## src/hw/rtl/tsa_pkg.sv

```systemverilog
// Shared types and constants for the tower slot allocator.
package tsa_pkg;

    localparam int TOWER_COUNT_DEF = 4;
    localparam int ROW_LIMIT_DEF   = 128;

    // Towers that have a row count register and a loading bit
    localparam int CFG_TOWERS = 4;
    localparam int CFG_IDX_W  = 3;
    localparam int CFG_DATA_W = 8;

    // Occupancy store word width
    localparam int WORD_W = 32;

    typedef enum logic [1:0] {
        FUNC_FIND  = 2'd0,
        FUNC_ALLOC = 2'd1,
        FUNC_FREE  = 2'd2,
        FUNC_QUERY = 2'd3
    } func_t;

    typedef enum logic [1:0] {
        ST_OK      = 2'd0,
        ST_NONE    = 2'd1,
        ST_UNALLOC = 2'd2,
        ST_RANGE   = 2'd3
    } status_t;

    typedef enum logic [CFG_IDX_W-1:0] {
        CFG_ROWS_T0 = 3'd0,
        CFG_ROWS_T1 = 3'd1,
        CFG_ROWS_T2 = 3'd2,
        CFG_ROWS_T3 = 3'd3,
        CFG_LOADING = 3'd4
    } cfg_idx_t;

endpackage

```

## src/hw/rtl/tsa_if.sv

```systemverilog
// Request and response channel interfaces of the tower slot allocator.
interface tsa_req_if;
    logic       valid;
    logic       ready;
    logic [1:0] func;
    logic [1:0] tower_sel;
    logic [6:0] row_sel;
    logic       check_taken;

    modport source (output valid, func, tower_sel, row_sel, check_taken, input ready);
    modport sink (input valid, func, tower_sel, row_sel, check_taken, output ready);
endinterface

interface tsa_rsp_if;
    logic       valid;
    logic       ready;
    logic [1:0] status;
    logic [1:0] found_tower;
    logic [6:0] found_row;
    logic       occupied;

    modport source (output valid, status, found_tower, found_row, occupied, input ready);
    modport sink (input valid, status, found_tower, found_row, occupied, output ready);
endinterface

```

## src/hw/rtl/tsa_ram.sv

```systemverilog
// Generic single-write, single-read RAM with registered read data.
module tsa_ram #(
    parameter int WIDTH = 32,
    parameter int DEPTH = 16
) (
    input  logic                                  clk,
    input  logic                                  we,
    input  logic [(DEPTH > 1 ? $clog2(DEPTH) : 1)-1:0] waddr,
    input  logic [WIDTH-1:0]                      wdata,
    input  logic [(DEPTH > 1 ? $clog2(DEPTH) : 1)-1:0] raddr,
    output logic [WIDTH-1:0]                      rdata
);

    logic [WIDTH-1:0] mem [DEPTH];
    logic [WIDTH-1:0] rdata_reg;

    always_ff @(posedge clk)
    begin
        if (we)
        begin
            mem[waddr] <= wdata;
        end
        rdata_reg <= mem[raddr];
    end

    assign rdata = rdata_reg;

endmodule

```

## src/hw/rtl/tower_slot_allocator.sv

```systemverilog
// Tower slot allocator: first-fit occupancy bitmap over several towers.
// Query, allocate, free: the store word is read in S_RD and the result set in S_EVAL;
// out of range: the result is set in S_RD. Find: reads and checks one 32-bit word per pass,
// at most TOWER_COUNT*ceil(ROW_LIMIT/32) words; one RAM read per pass.
// One item at a time; ready returns the cycle after the result is taken.
// Reset clears a valid bit per store word, so every slot reads free at once.
module tower_slot_allocator #(
    parameter int TOWER_COUNT = tsa_pkg::TOWER_COUNT_DEF,
    parameter int ROW_LIMIT   = tsa_pkg::ROW_LIMIT_DEF
) (
    input  logic                           clk,
    input  logic                           rst_n,
    input  logic                           cfg_we,
    input  logic [tsa_pkg::CFG_IDX_W-1:0]  cfg_idx,
    input  logic [tsa_pkg::CFG_DATA_W-1:0] cfg_wdata,
    tsa_req_if.sink                        req,
    tsa_rsp_if.source                      rsp
);

    localparam int WORD_W = tsa_pkg::WORD_W;
    localparam int BW     = $clog2(WORD_W);
    localparam int WPT    = (ROW_LIMIT + WORD_W - 1) / WORD_W;
    localparam int DEPTH  = TOWER_COUNT * WPT;
    localparam int AW     = DEPTH > 1 ? $clog2(DEPTH) : 1;
    localparam int TW     = TOWER_COUNT > 1 ? $clog2(TOWER_COUNT) : 1;
    localparam int WW     = WPT > 1 ? $clog2(WPT) : 1;
    localparam int NW     = $clog2(ROW_LIMIT + 1);

    typedef enum logic [2:0] {
        S_IDLE = 3'b001,
        S_RD   = 3'b010,
        S_EVAL = 3'b100
    } state_t;

    state_t state_reg, state_next;
    logic [7:0] rows_reg [tsa_pkg::CFG_TOWERS];
    logic [tsa_pkg::CFG_TOWERS-1:0] loading_reg;
    logic [DEPTH-1:0] vld_reg;
    logic [TW-1:0] t_reg, t_next;
    logic [WW-1:0] w_reg, w_next;
    logic out_vld_reg, out_vld_next;

    // request latch and result registers (no reset)
    tsa_pkg::func_t func_reg;
    logic [1:0] twr_reg;
    logic [6:0] row_reg;
    logic chk_reg;
    logic rd_vld_reg;
    logic [1:0] status_reg, status_next;
    logic [1:0] ftower_reg, ftower_next;
    logic [6:0] frow_reg, frow_next;
    logic occ_reg, occ_next;

    logic accept;
    logic ram_we;
    logic [AW-1:0] scan_addr, tgt_addr, ram_raddr;
    logic [WORD_W-1:0] ram_rdata, word, new_word;
    logic tgt_ok;
    logic [NW-1:0] scan_rows;
    logic [WORD_W-1:0] cand;
    logic hit;
    logic [BW-1:0] first_idx;
    logic last_word;
    logic [BW-1:0] bit_sel;
    logic cur_occ;

    function automatic logic [NW-1:0] rows_of(input logic [TW-1:0] t);
        int ti;
        int r;
        ti = int'(t);
        if (ti >= tsa_pkg::CFG_TOWERS)
        begin
            return '0;
        end
        r = int'(rows_reg[2'(ti)]);
        if (r > ROW_LIMIT)
        begin
            r = ROW_LIMIT;
        end
        return NW'(r);
    endfunction

    function automatic logic loading_of(input logic [TW-1:0] t);
        int ti;
        ti = int'(t);
        if (ti >= tsa_pkg::CFG_TOWERS)
        begin
            return 1'b0;
        end
        return loading_reg[2'(ti)];
    endfunction

    assign accept    = req.valid && req.ready;
    assign req.ready = (state_reg == S_IDLE) && !out_vld_reg;

    assign rsp.valid       = out_vld_reg;
    assign rsp.status      = status_reg;
    assign rsp.found_tower = ftower_reg;
    assign rsp.found_row   = frow_reg;
    assign rsp.occupied    = occ_reg;

    // addresses
    assign scan_addr = AW'(int'(t_reg) * WPT + int'(w_reg));
    assign tgt_addr  = AW'(int'(TW'(twr_reg)) * WPT + int'(row_reg) / WORD_W);
    assign tgt_ok    = (int'(twr_reg) < TOWER_COUNT)
                       && (int'(row_reg) < int'(rows_of(TW'(int'(twr_reg)))));
    assign ram_raddr = (func_reg == tsa_pkg::FUNC_FIND) ? scan_addr : tgt_addr;
    assign bit_sel   = row_reg[BW-1:0];

    // a word never written reads as all free
    assign word    = rd_vld_reg ? ram_rdata : '0;
    assign cur_occ = word[bit_sel];

    // find: free bits of this word inside the tower's row count, none while the tower is loading
    assign scan_rows = rows_of(t_reg);
    always_comb
    begin
        for (int i = 0; i < WORD_W; i++)
        begin
            cand[i] = !word[i] && !loading_of(t_reg)
                      && (int'(w_reg) * WORD_W + i < int'(scan_rows));
        end
    end

    always_comb
    begin
        first_idx = '0;
        for (int i = WORD_W - 1; i >= 0; i--)
        begin
            if (cand[i])
            begin
                first_idx = BW'(i);
            end
        end
    end

    assign hit       = |cand;
    assign last_word = (t_reg == TW'(TOWER_COUNT - 1)) && (w_reg == WW'(WPT - 1));

    always_comb
    begin
        new_word = word;
        if (func_reg == tsa_pkg::FUNC_ALLOC)
        begin
            new_word[bit_sel] = 1'b1;
        end
        else
        begin
            new_word[bit_sel] = 1'b0;
        end
    end

    always_comb
    begin
        state_next   = state_reg;
        t_next       = t_reg;
        w_next       = w_reg;
        out_vld_next = out_vld_reg && !rsp.ready;
        status_next  = status_reg;
        ftower_next  = ftower_reg;
        frow_next    = frow_reg;
        occ_next     = occ_reg;
        ram_we       = 1'b0;
        unique case (state_reg)
            S_IDLE:
            begin
                if (accept)
                begin
                    state_next = S_RD;
                    t_next     = '0;
                    w_next     = '0;
                end
            end
            S_RD:
            begin
                if (func_reg != tsa_pkg::FUNC_FIND && !tgt_ok)
                begin
                    status_next  = tsa_pkg::ST_RANGE;
                    ftower_next  = '0;
                    frow_next    = '0;
                    occ_next     = 1'b0;
                    out_vld_next = 1'b1;
                    state_next   = S_IDLE;
                end
                else
                begin
                    state_next = S_EVAL;
                end
            end
            S_EVAL:
            begin
                if (func_reg == tsa_pkg::FUNC_FIND)
                begin
                    occ_next = 1'b0;
                    if (hit)
                    begin
                        status_next  = tsa_pkg::ST_OK;
                        ftower_next  = 2'(int'(t_reg));
                        frow_next    = 7'(int'(w_reg) * WORD_W + int'(first_idx));
                        out_vld_next = 1'b1;
                        state_next   = S_IDLE;
                    end
                    else if (last_word)
                    begin
                        status_next  = tsa_pkg::ST_NONE;
                        ftower_next  = '0;
                        frow_next    = '0;
                        out_vld_next = 1'b1;
                        state_next   = S_IDLE;
                    end
                    else
                    begin
                        if (w_reg == WW'(WPT - 1))
                        begin
                            w_next = '0;
                            t_next = t_reg + TW'(1);
                        end
                        else
                        begin
                            w_next = w_reg + WW'(1);
                        end
                        state_next = S_RD;
                    end
                end
                else
                begin
                    ftower_next = '0;
                    frow_next   = '0;
                    occ_next    = cur_occ;
                    status_next = tsa_pkg::ST_OK;
                    unique case (func_reg)
                        tsa_pkg::FUNC_ALLOC:
                        begin
                            if (cur_occ && chk_reg)
                            begin
                                status_next = tsa_pkg::ST_NONE;
                            end
                            else
                            begin
                                ram_we = 1'b1;
                            end
                        end
                        tsa_pkg::FUNC_FREE:
                        begin
                            if (!cur_occ)
                            begin
                                status_next = tsa_pkg::ST_UNALLOC;
                            end
                            ram_we = 1'b1;
                        end
                        default:
                        begin
                            ram_we = 1'b0;
                        end
                    endcase
                    out_vld_next = 1'b1;
                    state_next   = S_IDLE;
                end
            end
            default:
            begin
                state_next = S_IDLE;
            end
        endcase
    end

    tsa_ram #(
        .WIDTH(WORD_W),
        .DEPTH(DEPTH)
    ) u_store (
        .clk  (clk),
        .we   (ram_we),
        .waddr(tgt_addr),
        .wdata(new_word),
        .raddr(ram_raddr),
        .rdata(ram_rdata)
    );

    always_ff @(posedge clk or negedge rst_n)
    begin
        if (!rst_n)
        begin
            state_reg   <= S_IDLE;
            t_reg       <= '0;
            w_reg       <= '0;
            out_vld_reg <= 1'b0;
            vld_reg     <= '0;
            rows_reg[0] <= 8'd4;
            rows_reg[1] <= 8'd94;
            rows_reg[2] <= 8'd94;
            rows_reg[3] <= 8'd94;
            loading_reg <= 4'b0001;
        end
        else
        begin
            state_reg   <= state_next;
            t_reg       <= t_next;
            w_reg       <= w_next;
            out_vld_reg <= out_vld_next;
            if (ram_we)
            begin
                vld_reg[tgt_addr] <= 1'b1;
            end
            if (cfg_we)
            begin
                unique case (cfg_idx)
                    tsa_pkg::CFG_ROWS_T0: rows_reg[0] <= cfg_wdata;
                    tsa_pkg::CFG_ROWS_T1: rows_reg[1] <= cfg_wdata;
                    tsa_pkg::CFG_ROWS_T2: rows_reg[2] <= cfg_wdata;
                    tsa_pkg::CFG_ROWS_T3: rows_reg[3] <= cfg_wdata;
                    tsa_pkg::CFG_LOADING: loading_reg <= cfg_wdata[3:0];
                    default:              loading_reg <= loading_reg;
                endcase
            end
        end
    end

    always_ff @(posedge clk)
    begin
        if (accept)
        begin
            func_reg <= tsa_pkg::func_t'(req.func);
            twr_reg  <= req.tower_sel;
            row_reg  <= req.row_sel;
            chk_reg  <= req.check_taken;
        end
        rd_vld_reg <= vld_reg[ram_raddr];
        status_reg <= status_next;
        ftower_reg <= ftower_next;
        frow_reg   <= frow_next;
        occ_reg    <= occ_next;
    end

endmodule
```

## src/flat_wrapper.sv

```systemverilog
// flat-port wrapper written by rule: the top's interface ports become plain ports
module tower_slot_allocator_flat 
#(
    parameter int TOWER_COUNT = tsa_pkg::TOWER_COUNT_DEF,
    parameter int ROW_LIMIT   = tsa_pkg::ROW_LIMIT_DEF
)
  (clk, rst_n, cfg_we, cfg_idx, cfg_wdata, req_valid, req_func, req_tower_sel, req_row_sel, req_check_taken, req_ready, rsp_valid, rsp_status, rsp_found_tower, rsp_found_row, rsp_occupied, rsp_ready);
  tsa_req_if req_i ();
  tsa_rsp_if rsp_i ();
  input  logic clk;
  input  logic rst_n;
  input  logic cfg_we;
  input  logic [tsa_pkg::CFG_IDX_W-1:0] cfg_idx;
  input  logic [tsa_pkg::CFG_DATA_W-1:0] cfg_wdata;
  input wire logic [$bits(req_i.valid)-1:0] req_valid;
  input wire logic [$bits(req_i.func)-1:0] req_func;
  input wire logic [$bits(req_i.tower_sel)-1:0] req_tower_sel;
  input wire logic [$bits(req_i.row_sel)-1:0] req_row_sel;
  input wire logic [$bits(req_i.check_taken)-1:0] req_check_taken;
  output wire logic [$bits(req_i.ready)-1:0] req_ready;
  output wire logic [$bits(rsp_i.valid)-1:0] rsp_valid;
  output wire logic [$bits(rsp_i.status)-1:0] rsp_status;
  output wire logic [$bits(rsp_i.found_tower)-1:0] rsp_found_tower;
  output wire logic [$bits(rsp_i.found_row)-1:0] rsp_found_row;
  output wire logic [$bits(rsp_i.occupied)-1:0] rsp_occupied;
  input wire logic [$bits(rsp_i.ready)-1:0] rsp_ready;
  assign req_i.valid = req_valid;
  assign req_i.func = req_func;
  assign req_i.tower_sel = req_tower_sel;
  assign req_i.row_sel = req_row_sel;
  assign req_i.check_taken = req_check_taken;
  assign req_ready = req_i.ready;
  assign rsp_valid = rsp_i.valid;
  assign rsp_status = rsp_i.status;
  assign rsp_found_tower = rsp_i.found_tower;
  assign rsp_found_row = rsp_i.found_row;
  assign rsp_occupied = rsp_i.occupied;
  assign rsp_i.ready = rsp_ready;
  tower_slot_allocator #(.TOWER_COUNT(TOWER_COUNT), .ROW_LIMIT(ROW_LIMIT)) u_core (.clk(clk), .rst_n(rst_n), .cfg_we(cfg_we), .cfg_idx(cfg_idx), .cfg_wdata(cfg_wdata), .req(req_i), .rsp(rsp_i));
endmodule
```

## config.mk

```make
export PLATFORM = sky130hd
export DESIGN_NAME = tower_slot_allocator_flat
export DESIGN_NICKNAME = d
export VERILOG_FILES = /design/src/hw/rtl/tsa_pkg.sv /design/src/hw/rtl/tsa_if.sv /design/src/hw/rtl/tsa_ram.sv /design/src/hw/rtl/tower_slot_allocator.sv /design/src/flat_wrapper.sv
export SDC_FILE = /design/constraint.sdc
export NUM_CORES = 1
export LEC_CHECK = 0
export BUFFER_PORTS_ARGS = -buffer_cell sky130_fd_sc_hd__buf_4
export CAP_MARGIN = 25
export CORE_UTILIZATION = 60
export DETAILED_ROUTE_END_ITERATION = 10
export PLACE_DENSITY = 0.77
export SYNTH_ARGS = -nofsm -noshare
export SYNTH_HDL_FRONTEND = slang
export SYNTH_SLANG_ARGS = --single-unit
```

## constraint.sdc

```tcl
create_clock -name clk -period 6.6 [get_ports clk]
set_clock_uncertainty 0.15 [all_clocks]
set_input_delay 0.33 -clock clk [delete_from_list [all_inputs] [get_ports clk]]
set_output_delay 0.33 -clock clk [all_outputs]
set_load 0.005 [all_outputs]
```

# == Word-level counts from Yosys, hierarchy flattened ==
# Memories as Yosys holds them, arrays and structs flattened. A register that Yosys moved wholly into a read port is not among the register bits.
# Cells that the tools add are included.
# Widths: inputs -> output; s select.
# word_totals
regBits,85
latchBits,0
mem_bits_rw,512
rom_bits,0
input_bits,28
output_inout_bits,14
word_cells,349
memories,1
# mem_list
name,depth,width,read_ports,rd_ports_with_merged_regs,wr,line_no,text
u_core.u_store.mem,16,32,1,1,1,tsa_ram.sv:14,logic [WIDTH-1:0] mem [DEPTH];
# op_classes
n_addsub,36
n_mul,0
div_mod_pow,0
order_cmp,43
eq_ne,18
shifts,0
n_mux,103
n_bitwise,6
reduce_logical,123
# op_table
op,count
$lt 32x9->1,31
$mux 5,32
$add 7x5->8 const B,16
$logic_and 1x1->1,72
$add 7x4->8 const B,8
$mux 32,2
$mux 8,6
$mux 2,19
$logic_not 1->1,36
$add 7x3->8 const B,4
$and 32x32->32,1
$bmux 8 s2,2
$not 32->32,1
$or 32x32->32,1
$reduce_or 32->1,1
$mux 7,4
$pmux 2 s2,5
$mux 1,18
$add 7x2->8 const B,2
$gt 8x8->1 const B,2
$lt 7x8->1,2
$or 16x16->16,1
$pmux 7 s2,1
$mux 3,4
34 further kinds,58

# == Logic depth before layout (Yosys ltp) ==
# Gate-level depths: netlist of the first run.
# logic_depth
depth_word,44
mapped_depth,17
depth_no_buf,14

# == Cells and area by module ==
# From an unflattened synthesis of the first run, not the netlist that was laid out.
# unflattened
hier_cells,1488
area_unflattened_um2,26294.0
# by_module_without_submodules
module,instances,cells_each,area_each_um2,seq_area_each_um2
tsa_ram,1,838,19835.3,16015.4
tower_slot_allocator,1,650,6458.7,2264.7

# == Least setup slack after synthesis of the first run ==
# OpenSTA, ideal clock, no wires.
# synth_path
path_kind,reg2reg
from,register u_core.t_reg[0]
to,"register u_core.frow_reg[0], in the netlist u_core.rsp.found_row[0], enable pin"
setup_time_ps,401
arrival_time_ps,4236
t_required_ps,6049
slack_ps,1813
path_stages_with_launch,14
n_path_buf,2
path_cell_list,dfrtp_1 > buf_6 > mux4_2 > buf_2 > nand2b_1 > ha_1 > nand2_1 > or4b_4 > o311ai_2 > or4b_4 > nor4_4 > nand2_1 > a21oi_1 > o21ai_0
# synth_between
elab_chain_len,11
elab_cells_between_ends,111
cone_classes,order compare: 33; eq/ne: 2; mux: 7; bitwise: 1; reduce/logical: 68
# synth_lines
element,line_no,text
start: declaration,tower_slot_allocator.sv:39,"logic [TW-1:0] t_reg, t_next;"
start signal: assignment,tower_slot_allocator.sv:297,t_reg <= t_next;
$not 2->2 (not written as such),tower_slot_allocator.sv:75,r = int'(rows_reg[2'(ti)]);
$bmux 8 s2,tower_slot_allocator.sv:75,
$mux 8 (not written as such) (2 in a row),tower_slot_allocator.sv:75,
$gt 8x8->1,tower_slot_allocator.sv:76,if (r > ROW_LIMIT)
$mux 8,tower_slot_allocator.sv:76,
$lt 32x9->1 or $lt 7x8->1 (tied branches),tower_slot_allocator.sv:121,&& (int'(w_reg) * WORD_W + i < int'(scan_rows));
$logic_and 1x1->1,tower_slot_allocator.sv:121,
$reduce_or 32->1,tower_slot_allocator.sv:137,assign hit = |cand;
$ne 4x2->1 (no source line) (*),n/a,
$reduce_and 3->1 (no source line) (*),n/a,
end signal: assignment,tower_slot_allocator.sv:330,frow_reg <= frow_next;
end: declaration,tower_slot_allocator.sv:51,"logic [6:0] frow_reg, frow_next;"
# Mark *: on every way between the ends. The rest lies on a longest branch, timed or not. The select of a mux whose other input is x is not followed.
# A chain may end at the register's enable or synchronous reset.

# == Worst setup path in the final report of the first run ==
# layout_path
from,register u_core.t_reg[1]
to,"register u_core.frow_reg[4], in the netlist u_core.rsp.found_row[4], enable pin"
# Same word-level chain as after synthesis.

==> results of run 1 <==
==> kinds of logic after synthesis <==
family / synth area share
multiplexers: 0.155
adder cells (fa/ha/maj): 0.00671
buffers and inverters: 0.0134
flip-flops: 0.701
AO/OA/AOI/OAI: 0.0534
AND/OR/NAND/NOR: 0.0709
==> stage by stage <==
step | hold WS [ps] | std cells | util | setup WS [ps] | instance area, um2
after CTS | 8.97 | 2268 | 0.690 | 1430 | 29700
final | 39.6 | 2270 | 0.691 | 1370 | 29700
after floorplan | -116 | 1519 | - | 1810 | 26100
after detailed placement | 297 | 2134 | 0.641 | 1440 | 27500
after global routing | 40.9 | 2270 | 0.691 | 1070 | 29700
after global placement | 283 | 2132 | 0.641 | 1510 | 27500
==> worst min-delay path, delay by kind of cell <==
| family | cells | cell delay [ps] |
|---|---|---|
| buffers and inverters | 1 | 100 |
| AND/OR/NAND/NOR | 1 | 100 |
| multiplexers | 1 | 230 |
==> area by class of cell <==
class	count	area, um2	area share
Timing Repair Buffer	134	1100	0.0370
Clock buffer	75	1590	0.0535
Inverter	10	37.5	0.00126
Sequential cell	629	18300	0.616
Clock inverter	37	323	0.0109
Multi-Input combinational cell	800	7630	0.257
Tap cell	585	732	0.0247
==> per-layer routing <==
metal  vias to the layer above  GRT usage  wire [um]
met2                       735      0.460      29900
li1                       6292          -          -
met3                       136     0.0550       5240
met4                         0     0.0932       1840
met5                         -          0          0
met1                      7685      0.421      25900
==> where the power goes <==
part	internal, W	switching, W
clock	0.00187	0.00145
combinational	0.00115	0.00162
sequential	0.00484	0.000270
total	0.00786	0.00334
==> placed cells by master, fill, tap and decap left out, types with 38 or more instances in the layout <==
cell and instances:
buf_4 109, clkbuf_16 60, nand2_1 149, dfrtp_1 42, o21ai_0 42, mux4_2 157
a31oi_1 38, nor2_1 42, and2_1 43, edfxtp_1 536
==> path summary, 6_finish.rpt <==
kind / from / to / slack (ps) / cells after the start
max: u_core.t_reg[1]$_DFFE_PN0P_ / u_core.rsp.found_row[4]$_SDFFCE_PP0P_ / 1370 / 13
min: cfg_idx[1] / u_core.loading_reg[0]$_DFFE_PN1P_ / 40 / 3
max reg2reg: u_core.t_reg[1]$_DFFE_PN0P_ / u_core.rsp.found_row[4]$_SDFFCE_PP0P_ / 1370 / 13
min reg2reg: u_core.vld_reg[8]$_DFFE_PN0P_ / u_core.vld_reg[8]$_DFFE_PN0P_ / 310 / 1
max in group asynchronous: rst_n / u_core.rows_reg[27]$_DFFE_PN0P_ / 5600 / 2
min in group asynchronous: rst_n / u_core.rows_reg[25]$_DFFE_PN0P_ / 190 / 2
==> repair_timing <==
action,in CTS,in global routing
setup endpoints to repair,0,0
hold endpoints to repair,91,0
hold buffers,22,0
==> results.json, run 1 <==
{
  "drtAntennaViolNets": 0,
  "cp_data_arrival_time_ps": 5440,
  "worst-path-buf-inv": 1,
  "ys_seq_elements": 629,
  "drive_gt1_frac": 0.278,
  "path_class": "flop to flop",
  "fmax_mhz": 191,
  "area_delta_synth_final_pct": 13.8,
  "synth_edf_count": 536,
  "io_buffers": 41,
  "avgSynthCellArea_um2": 17.2,
  "synth_common_cells": "edfxtp_1 (536), mux4_2 (157), nand2_1 (149)",
  "io_pins": 42,
  "rows": 76,
  "cp_common_cell": "nand2_1",
  "postCtsSetupRepairBufs": 0,
  "setup_viol_count_final": 0,
  "first_pass_iters": 6,
  "via_per_inst": 6.54,
  "critPathCaptureType": "flop",
  "coreArea_um2": 43000,
  "grt_max_degree": 81,
  "drc_errors": 0,
  "grt_use_total": 0.293,
  "ys.flop_type": "edfxtp_1",
  "cts_sinks": 629,
  "slew-limit-headroom": 0.275,
  "cp_top_family": "simple AND/OR/NAND/NOR gates",
  "post-route-min-period_ps": 5230,
  "drt_iter0_drc": 1706,
  "wirelength_um": 62800,
  "slew_violations": 0,
  "ir_drop_v": 0.000261,
  "status": "completed",
  "post-route-period-util": 0.792,
  "antenna_found_initial": 0,
  "vias": 14848,
  "powerDensity_nw_per_um2": 377,
  "synthCells": 1519,
  "syn_area_um2": 26100,
  "seq_area_frac_synth": 0.701,
  "worst_path_max_delay_cell": "dfrtp_1",
  "h-tree-depth": 2,
  "fillers": 2761,
  "grt_pass1_wl_um": 94200,
  "post_drt_wl_per_cell_um": 27.7,
  "yosysTopAreaCell": "edfxtp_1",
  "gr-total-overflow": 0,
  "leakagePower_nw": 10.1,
  "yosys_warnings": 0,
  "synth_area_leaders": "edfxtp_1 (62%), mux4_2 (14%), dfrtp_1 (4.0%)",
  "nets": 1677,
  "yosysTopAreaCellShare": 0.617,
  "clkSlewWorstSetupHoldPaths_ps": 60,
  "cts_tree": "done",
  "drv.max_cap_violation_count": 0,
  "hpwl_um": 36500,
  "synthArstFlopShare": 0.0954,
  "cp.required_ps": 6810,
  "die_x_um": 211,
  "hold_viol": 0,
  "n_antenna_cell": 0,
  "cts_buffers": 60,
  "cts_root_buf": "clkbuf_16",
  "path_max_fanout": 19,
  "cts_resized": 0,
  "critPathMaxStageDelay_ps": 780,
  "clkLatencyLatePin_ps": 630,
  "tns_ps": 0,
  "rsz0062_at_grt": "false",
  "start_kind": "flop",
  "dieArea_um2": 44300,
  "power_w": 0.0112,
  "initial_utilization": 0.607,
  "synth_fp_nets": 1561,
  "ys_types": 67,
  "gp_congestion": 0.917,
  "cp_cell_sequence": "mux4_2 > nand2b_1 > ha_1 > nand2_1 > nor4b_2 > a21boi_1 > o21a_1 > or4b_4 > nor4_4 > nand2_1 > a21oi_1 > o21ai_0 > buf_4",
  "fp.dieH_um": 211,
  "largest_reg_flops": 512,
  "first_global_vias": 15096,
  "synth_most_common_cell": "edfxtp_1",
  "min_path_type": "input port to flop",
  "worst_pin_slew_ps": 1060,
  "cts_max_path_buffers": 3
}
No activity file was read; power rests on OpenSTA's default activity.
==> run 2, diff against run 1 <==
--- a/config.mk
+++ b/config.mk
@@ -5,11 +5,12 @@
 export SDC_FILE = /design/constraint.sdc
 export NUM_CORES = 1
 export LEC_CHECK = 0
+export ABC_AREA = 1
 export BUFFER_PORTS_ARGS = -buffer_cell sky130_fd_sc_hd__buf_4
 export CAP_MARGIN = 25
 export CORE_UTILIZATION = 60
 export DETAILED_ROUTE_END_ITERATION = 10
-export PLACE_DENSITY = 0.77
+export PLACE_DENSITY = 0.76
 export SYNTH_ARGS = -nofsm -noshare
 export SYNTH_HDL_FRONTEND = slang
 export SYNTH_SLANG_ARGS = --single-unit
==> constraint.sdc (replaced) <==
create_clock -name clk -period 5 [get_ports clk]
set_clock_uncertainty 0.15 [all_clocks]
set_input_delay 0.25 -clock clk [delete_from_list [all_inputs] [get_ports clk]]
set_output_delay 0.25 -clock clk [all_outputs]
set_load 0.005 [all_outputs]
==> run 2 against run 1 <==
Net effect:
- die area is 4.0% higher
- clock power is 46% higher
- final cell count is 41% higher
- highest routed layer unchanged
- utilization is 0.55 points higher
==> results.json, run 2 <==
{
  "status": "completed",
  "cts_sinks": 629,
  "synth_most_common_cell": "edfxtp_1",
  "synth_common_cells": "edfxtp_1 (536), nand2_1 (410), inv_1 (353)",
  "setup_viol_count_final": 0,
  "yosysTopAreaCellShare": 0.593,
  "first_global_vias": 18237,
  "worst_pin_slew_ps": 1090,
  "via_per_inst": 5.96,
  "synth_area_leaders": "edfxtp_1 (59%), nand2_1 (5.7%), inv_1 (4.9%)",
  "place_inst": 3064,
  "grt_use_total": 0.302,
  "slew_violations": 0,
  "slew-limit-headroom": 0.270,
  "clkLatencyLatePin_ps": 650,
  "nets": 2606,
  "path_max_fanout": 14,
  "yosys_warnings": 0,
  "io_buffers": 41,
  "seq_area_frac_synth": 0.674,
  "n_antenna_cell": 0,
  "cp_top_family": "simple AND/OR/NAND/NOR gates",
  "fmax_mhz": 220,
  "drv.max_cap_violation_count": 0,
  "first_pass_iters": 8,
  "post-route-period-util": 0.911,
  "multiInputGateArea_um2": 7160,
  "cts_buffers": 61,
  "rows": 77,
  "post-route-min-period_ps": 4550,
  "start_kind": "flop",
  "clkSlewWorstSetupHoldPaths_ps": 70,
  "vias": 19132,
  "ys_types": 54,
  "initial_utilization": 0.611,
  "fp.dieH_um": 215,
  "drtAntennaViolNets": 0,
  "path_class": "flop to flop",
  "ir_drop_v": 0.000372,
  "area_delta_synth_final_pct": 13.9,
  "dieArea_um2": 46100,
  "cp_data_arrival_time_ps": 4780,
  "cts_max_path_buffers": 3,
  "powerDensity_nw_per_um2": 529,
  "synth_fp_nets": 2543,
  "grt_pass1_wl_um": 106000,
  "die_x_um": 215,
  "synthArstFlopShare": 0.0954,
  "final_cell_mix": "edfxtp_1 (536), nand2_1 (410), inv_1 (351), o21ai_0 (226), nand3_1 (201)",
  "critPathMaxStageDelay_ps": 510,
  "gp_congestion": 0.967,
  "fillers": 3093,
  "gr-total-overflow": 0,
  "drc_errors": 0,
  "hold_viol": 0,
  "seq_area_um2": 18300,
  "antenna_found_initial": 0,
  "cts_tree": "done",
  "drive_gt1_frac": 0.110,
  "syn_area_um2": 27100,
  "cts_root_buf": "clkbuf_16",
  "grt_max_degree": 217,
  "hpwl_um": 38900,
  "ys_seq_elements": 629,
  "critPathCaptureType": "flop",
  "yosysTopAreaCell": "edfxtp_1",
  "worst_path_max_delay_cell": "dfrtp_2",
  "io_pins": 42,
  "synthCells": 2501,
  "cp.required_ps": 5230,
  "synth_edf_count": 536,
  "coreArea_um2": 44400,
  "fin_cells": 3209,
  "largest_reg_flops": 512,
  "power_w": 0.0164,
  "ys.flop_type": "edfxtp_1",
  "drt_iter0_drc": 2581,
  "layout_commonest_cell": "edfxtp_1",
  "min_path_type": "input port to flop",
  "wirelength_um": 69500,
  "cp_common_cell": "nand2_1",
  "worst-path-buf-inv": 2,
  "postCtsSetupRepairBufs": 0,
  "h-tree-depth": 2,
  "leakagePower_nw": 12.1,
  "avgSynthCellArea_um2": 10.9,
  "post_drt_wl_per_cell_um": 21.7
}
-- run 2: final timing paths --
check	from	end	slack (ps)	cells past startpoint
min in group asynchronous	rst_n	u_core.rows_reg[0]$_DFFE_PN0P_	110	2
min	cfg_idx[2]	u_core.loading_reg[0]$_DFFE_PN1P_	40	3
min reg2reg	u_core.vld_reg[9]$_DFFE_PN0P_	u_core.vld_reg[9]$_DFFE_PN0P_	310	2
max in group asynchronous	rst_n	u_core.t_reg[1]$_DFFE_PN0P_	4050	2
max	u_core.t_reg[1]$_DFFE_PN0P_	u_core.rsp.found_row[0]$_SDFFCE_PP0P_	450	43
max reg2reg	u_core.t_reg[1]$_DFFE_PN0P_	u_core.rsp.found_row[0]$_SDFFCE_PP0P_	450	43
-- run 2: worst min-delay path, stage by stage --
cell	delay, ps
buf_4	120
nand3_1	300
o21ai_0	140
-- run 2: routing by layer --
layer / up-vias / part of all wire / track usage
met4: 0 / 0.039 / 0.122
met1: 9159 / 0.40 / 0.414
li1: 8849 / - / -
met3: 171 / 0.087 / 0.0454
met5: - / 0 / 0
met2: 953 / 0.48 / 0.489
-- run 2: what timing repair did --
| action | CTS | global route |
|---|---|---|
| hold buffers | 23 | 0 |
| setup endpoints to repair | 0 | 17 |
| hold endpoints to repair | 109 | 0 |
| resized for setup | 0 | 5 |
-- run 2: per-stage QoR --
step	hold WS (ps)	instance area, um2	util	TNS, ps	worst slack [ps]
3_5_place_dp	225	28500	0.641	0	93.7
2_1_floorplan	-196	27100	-	0	1080
5_1_grt	45.4	30900	0.696	-4.99	-4.99
6_report	44.1	30900	0.696	0	446
3_3_place_gp	211	28400	0.639	0	334
4_1_cts	17.7	30900	0.695	0	71.7
-- run 2: final cells by class --
cell class,instances,share of cell area
timing repair buffer,132,0.0400
sequential,629,0.591
clock buffer,86,0.0561
multi-input combinational,1379,0.232
inverter,361,0.0440
clock inverter,30,0.0131
tap,592,0.0240
-- run 2: kinds of logic after synthesis --
| kind of cell | Yosys count | share of synthesized area |
|---|---|---|
| DFF | 629 | 0.674 |
| AOI/OAI and AO/OA | 612 | 0.131 |
| buffers and inverters | 493 | 0.0694 |
| and+or+nand+nor | 753 | 0.119 |
| adders and majority gates | 14 | 0.00645 |
-- run 2: power breakdown --
part           internal, W  switching (W)  leakage (nW)
Combinational      0.00140        0.00333          5.10
Clock              0.00284        0.00199          1.04
Sequential         0.00653       0.000262          5.94
Total               0.0108        0.00559          12.1
